==> src/design/bmf_pkg.sv <==
// Package for the box mean filter: shared types, widths and the divider table.
// Used by box_mean_filter_2d and bmf_cell; depends on nothing.
package bmf_pkg;

	// Defaults for the top-level parameters.
	localparam int MAX_LINE_WIDTH_DEF = 1024;
	localparam int MAX_RADIUS_DEF     = 3;

	// Largest frame dimension that the row and column counters carry.
	localparam int FRAME_LIMIT = 1024;

	// Register indexes of the configuration port.
	localparam logic [1:0] REG_RADIUS = 2'd0;
	localparam logic [1:0] REG_WIDTH  = 2'd1;
	localparam logic [1:0] REG_HEIGHT = 2'd2;

	// A column sum covers at most 15 pixels (radius up to 7); a window at most 225.
	localparam int COLSUM_W = 12;
	localparam int WSUM_W   = 16;
	localparam int ROW_W    = 11;

	// Reciprocal of (2r+1)^2 scaled by 2^24 and rounded up, for r = 0..7.
	// Exact truncated quotient for every window sum below 2^16.
	localparam int RECIP_SHIFT = 24;
	localparam int RECIP_W     = 25;
	localparam logic [RECIP_W-1:0] RECIP [8] = '{
		25'd16777216, 25'd1864136, 25'd671089, 25'd342393,
		25'd207127,   25'd138655,  25'd99274,  25'd74566
	};

	// One column sum of the sliding window and the input row that produced it.
	typedef struct packed {
		logic [COLSUM_W-1:0] colsum;
		logic [ROW_W-1:0]    row;
	} cell_t;

endpackage

==> src/design/bmf_cell.sv <==
// One cell of the window chain: holds one column sum and passes it to its neighbor.
// Depends on bmf_pkg for cell_t.
module bmf_cell (
	input  logic                           clk,
	input  logic                           shift,
	input  logic                           enable,
	input  logic [bmf_pkg::ROW_W-1:0]      want_row,
	input  bmf_pkg::cell_t                 d,
	output bmf_pkg::cell_t                 q,
	output logic [bmf_pkg::COLSUM_W-1:0]   contrib
);

	bmf_pkg::cell_t data_q;

	// Take the neighbor's column whenever a new item enters the chain.
	always_ff @(posedge clk) begin
		if (shift) begin
			data_q <= d;
		end
	end

	assign q = data_q;

	// The column counts only if it lies inside the window and its row is the output row plus r.
	assign contrib = (enable && data_q.row == want_row) ? data_q.colsum : '0;

endmodule

==> config.mk <==
export PLATFORM = sky130hd
export DESIGN_NAME = bmf_cell
export DESIGN_NICKNAME = d
export VERILOG_FILES = /design/src/design/bmf_pkg.sv /design/src/design/bmf_cell.sv
export SDC_FILE = /design/constraint.sdc
export NUM_CORES = 1
export LEC_CHECK = 0
export ABC_AREA = 1
export BUFFER_PORTS_ARGS = -buffer_cell sky130_fd_sc_hd__buf_2
export CAP_MARGIN = 20
export CORE_UTILIZATION = 35
export DETAILED_ROUTE_END_ITERATION = 16
export GPL_ROUTABILITY_DRIVEN = 0
export GPL_TIMING_DRIVEN = 0
export HOLD_SLACK_MARGIN = 0.1
export PLACE_DENSITY = 0.74
export REMOVE_ABC_BUFFERS = 1
export SYNTH_ARGS = -nofsm -noshare
export SYNTH_HDL_FRONTEND = slang
export SYNTH_SLANG_ARGS = --single-unit
==> constraint.sdc <==
create_clock -name clk -period 1 [get_ports clk]
set_clock_uncertainty 0.05 [all_clocks]
set_input_delay 0.05 -clock clk [delete_from_list [all_inputs] [get_ports clk]]
set_output_delay 0.05 -clock clk [all_outputs]
set_load 0.1 [all_outputs]
## Word level (Yosys, flattened, before mapping)

Cells that the tools add are included.

- Muxes and demuxes: 1
- Reductions and logical operators: 1
- Equal/unequal tests: 1

Operators by type and width:

| cell | number |
|---|---|
| $mux W12 | 1 |
| $eq A11 B11 Y1 | 1 |
| $logic_and A1 B1 Y1 | 1 |

- Logic and storage cells: 5
- Bits in registers: 23

## Longest topological paths before layout

- Depth after elaboration: 3
- Depth in mapped cells: 9

## Least setup slack after synthesis

Ideal clock, no wire load.

- Kind: reg-to-output
- Start: register data_q, in the netlist q[10]
- End: output port contrib[0] (netlist name)
- Path buffers: 0
- Required time: 0.900 ns
- Data arrival time: 2.701 ns
- Stages on the path, launching flop included: 9
- Setup slack: -1.801 ns
- Cell sequence: edfxtp_1 > inv_1 > nand2_1 > nand2_1 > inv_1 > nand2_1 > nor2_1 > nand3_2 > nor2_1

- Cells in the longest elaborated chain, start to end: 3

Ends and longest elaborated chain:

| item | RTL line | RTL |
|---|---|---|
| from (decl) | bmf_cell.sv:13 | `bmf_pkg::cell_t data_q;` |
| from (signal assigned) | bmf_cell.sv:18 | `data_q <= d;` |
| $eq A11 B11 Y1 | bmf_cell.sv:25 | `assign contrib = (enable && data_q.row == want_row) ? data_q.colsum : '0;` |
| $logic_and A1 B1 Y1 | bmf_cell.sv:25 |  |
| $mux W12 | bmf_cell.sv:25 |  |
| to (decl) | bmf_cell.sv:10 | `output logic [bmf_pkg::COLSUM_W-1:0] contrib` |

No other way between the ends.

## Worst setup path after layout

- Start: register data_q, in the netlist q[1]
- End: output port contrib[10] (netlist name)

The elaborated chain is that of the path after synthesis.

==> impl_metrics.sql <==
INSERT INTO impl_metrics (metric_group, metric, value, unit) VALUES
('status', 'run_status', 'complete, but fails checks', ''),
('status', 'violations', 'DRC, setup timing', ''),
('final_layout', 'ratio_of_cells_with_drive_above_1_in_the_final_layout', '0.4595', ''),
('sta', 'finalSetupViolCount', '35', ''),
('sta', 'slew_of_the_pin_with_the_lowest_slew_margin', '514.4', 'ps'),
('global_routing', 'via_count_of_the_first_global_routing_pass', '1146', ''),
('logic_synthesis', 'postSynthCellCount', '119', ''),
('die', 'die_area', '3367', 'um^2'),
('final_layout', 'design_area', '2233', 'um^2'),
('sta', 'rsz0062_at_grt', 'yes', ''),
('run', 'max_cap_viol_count', '0', ''),
('worst_setup_path', 'crit_arrival', '1890', 'ps'),
('sta', 'post-route-min-period', '1993', 'ps'),
('worst_setup_path', 'critPathLaunchType', 'register', ''),
('pwr', 'max-vdd-ir-drop', '1.263', 'mV'),
('placed_design', 'instance_area_at_placement', '1481', 'um^2'),
('sta', 'hold_viol', '0', ''),
('pwr', 'finalPower', '2.765', 'mW'),
('pwr', 'power_density', '1238', 'nW/um^2'),
('clock_tree', 'cts.clk_slew.worst_paths', '130', 'ps'),
('die', 'design.portCount', '72', ''),
('sta', 'final.hold.worst_slack', '178.7', 'ps'),
('final_layout', 'instances_no_fill', '253', ''),
('route', 'via_count', '1123', ''),
('worst_setup_path', 'worstPathRequired', '900', 'ps'),
('global_routing', 'grt_antenna_before_repair', '0', ''),
('global_routing', 'globalRouteOverflowTotal', '0', ''),
('sta', 'layout_worst_path_cycle_share', '1.993', ''),
('logic_synthesis', 'synth.top_cells.by_count', 'sky130_fd_sc_hd__inv_1 (41), sky130_fd_sc_hd__nand2_1 (35), sky130_fd_sc_hd__edfxtp_1 (23)', ''),
('final_layout', 'fillerInstances', '159', ''),
('logic_synthesis', 'yosysWarnings', '0', ''),
('final_layout', 'multiInputGateArea', '342.8', 'um^2'),
('clock_tree', 'deepest_level_of_the_cts_h_tree', '1', ''),
('route', 'drt_antenna_net_count', '0', ''),
('final_layout', 'sequential_cell_area', '690.7', 'um^2'),
('global_routing', 'pin_count_of_the_biggest_net_entering_global_routing', '24', ''),
('sta', 'achievable_clock_frequency', '501.8', 'MHz'),
('route', 'routed_wl', '4033', 'um'),
('final_layout', 'final_layout_net_count', '260', ''),
('placed_design', 'placed_cells', '220', ''),
('die', 'floorplan.initialDensity', '0.3851', ''),
('clock_tree', 'tritoncts.num_buffers', '3', ''),
('route', 'vias_per_cell', '4.439', ''),
('worst_setup_path', 'timing.critical_path.fanout_max', '6', ''),
('clock_tree', 'clock_tree.root_cell', 'sky130_fd_sc_hd__clkbuf_4', ''),
('die', 'placementRows', '19', ''),
('global_routing', 'wire_length_of_the_first_global_routing_pass', '5802', 'um'),
('logic_synthesis', 'yosys_register_bits', '23', ''),
('route', 'drt_pass1_iterations', '10', ''),
('logic_synthesis', 'synth-edff-count', '23', ''),
('worst_hold_path', 'min_path_type', 'input pin to register', ''),
('pwr', 'power_leakage', '1.103', 'nW'),
('logic_synthesis', 'avgSynthCellArea', '9.232', 'um^2'),
('clock_tree', 'clock_sink_count', '23', ''),
('logic_synthesis', 'post_synth_num_cell_types', '9', ''),
('global_routing', 'track_usage', '0.2470', ''),
('sta', 'max-slew-margin-rel', '0.6570', ''),
('logic_synthesis', 'prevailing_post_synth_register_cell', 'sky130_fd_sc_hd__edfxtp_1', ''),
('placed_design', 'detailed_place_hpwl', '1658', 'um'),
('worst_setup_path', 'critPathCaptureType', 'primary output', ''),
('clock_tree', 'cts_tree', 'yes', ''),
('final_layout', 'syn2layout_area_growth', '103.3', '%'),
('route', 'drc', '1', ''),
('final_layout', 'final_design_utilization', '0.7829', ''),
('sta', 'setup_slack', '-992.8', 'ps'),
('sta', 'timing.setup.tns', '-13830', 'ps'),
('sta', 'drv_slew', '0', ''),
('clock_tree', 'clock_tree.buffer_depth', '2', ''),
('logic_synthesis', 'ys_seq_area_frac', '0.6287', ''),
('logic_synthesis', 'yosys.cell_count.top_type', 'sky130_fd_sc_hd__inv_1', ''),
('placed_design', 'pre_cts_slack', '-862.8', 'ps');
## layout make-up
cell class	count	share of cell area
clock inverters	1	0.002241
flip-flops and latches	23	0.3092
well taps	31	0.01737
clock buffers	3	0.01008
repair buffers	99	0.4387
inverters	41	0.06891
multi-input cells	55	0.1535
## power breakdown
part,leakage (nW),internal [mW],switching [mW]
Combinational,0.860,0.339,0.765
Sequential,0.225,1.15,0.0701
Clock,0.0177,0.150,0.292
Total,1.10,1.64,1.13
## timing repair
item / in CTS / in global routing
endpoints found under the hold margin: 23 / 0
resized for setup: 113 / 11
hold buffers: 23 / 0
setup endpoints to repair: 35 / 35
pin swaps: 6 / 10
cloned: 1 / 0
buffers inserted: 4 / 2
## logic make-up after synthesis
logic type    synth area share
flops                   0.6287
simple gates            0.2210
buf+inv                 0.1503
## final timing paths
| check | from | slack [ps] | end | cells past startpoint |
|---|---|---|---|---|
| min | shift | 180 | q[16]$_DFFE_PP_ | 1 |
| max | q[1]$_DFFE_PP_ | -990 | contrib[10] | 8 |
## worst max-delay path, cell delays in order, from the launching register on
cell,delay [ps]
sky130_fd_sc_hd__edfxtp_1,460
sky130_fd_sc_hd__inv_1,90
sky130_fd_sc_hd__nand2_1,50
sky130_fd_sc_hd__nand2_1,70
sky130_fd_sc_hd__nand2_2,60
sky130_fd_sc_hd__nor2_4,190
sky130_fd_sc_hd__nand3_4,240
sky130_fd_sc_hd__nor2_4,210
sky130_fd_sc_hd__buf_12,190
## cells in the final DEF (no fill, tap or decap), drive strengths merged
cell / instances
buf: 76
clkbuf: 3
clkinv: 1
dlygate4sd3: 23
edfxtp: 23
inv: 41
nand2: 35
nand3: 3
nor2: 17
## metal layers
metal,vias up,share of wire,track usage
li1,550,-,-
met1,509,0.40,0.2853
met2,58,0.52,0.4319
met3,6,0.069,0.07366
met4,0,0.015,0.09184
met5,-,0,0
Power figures use the tool's default switching activity.
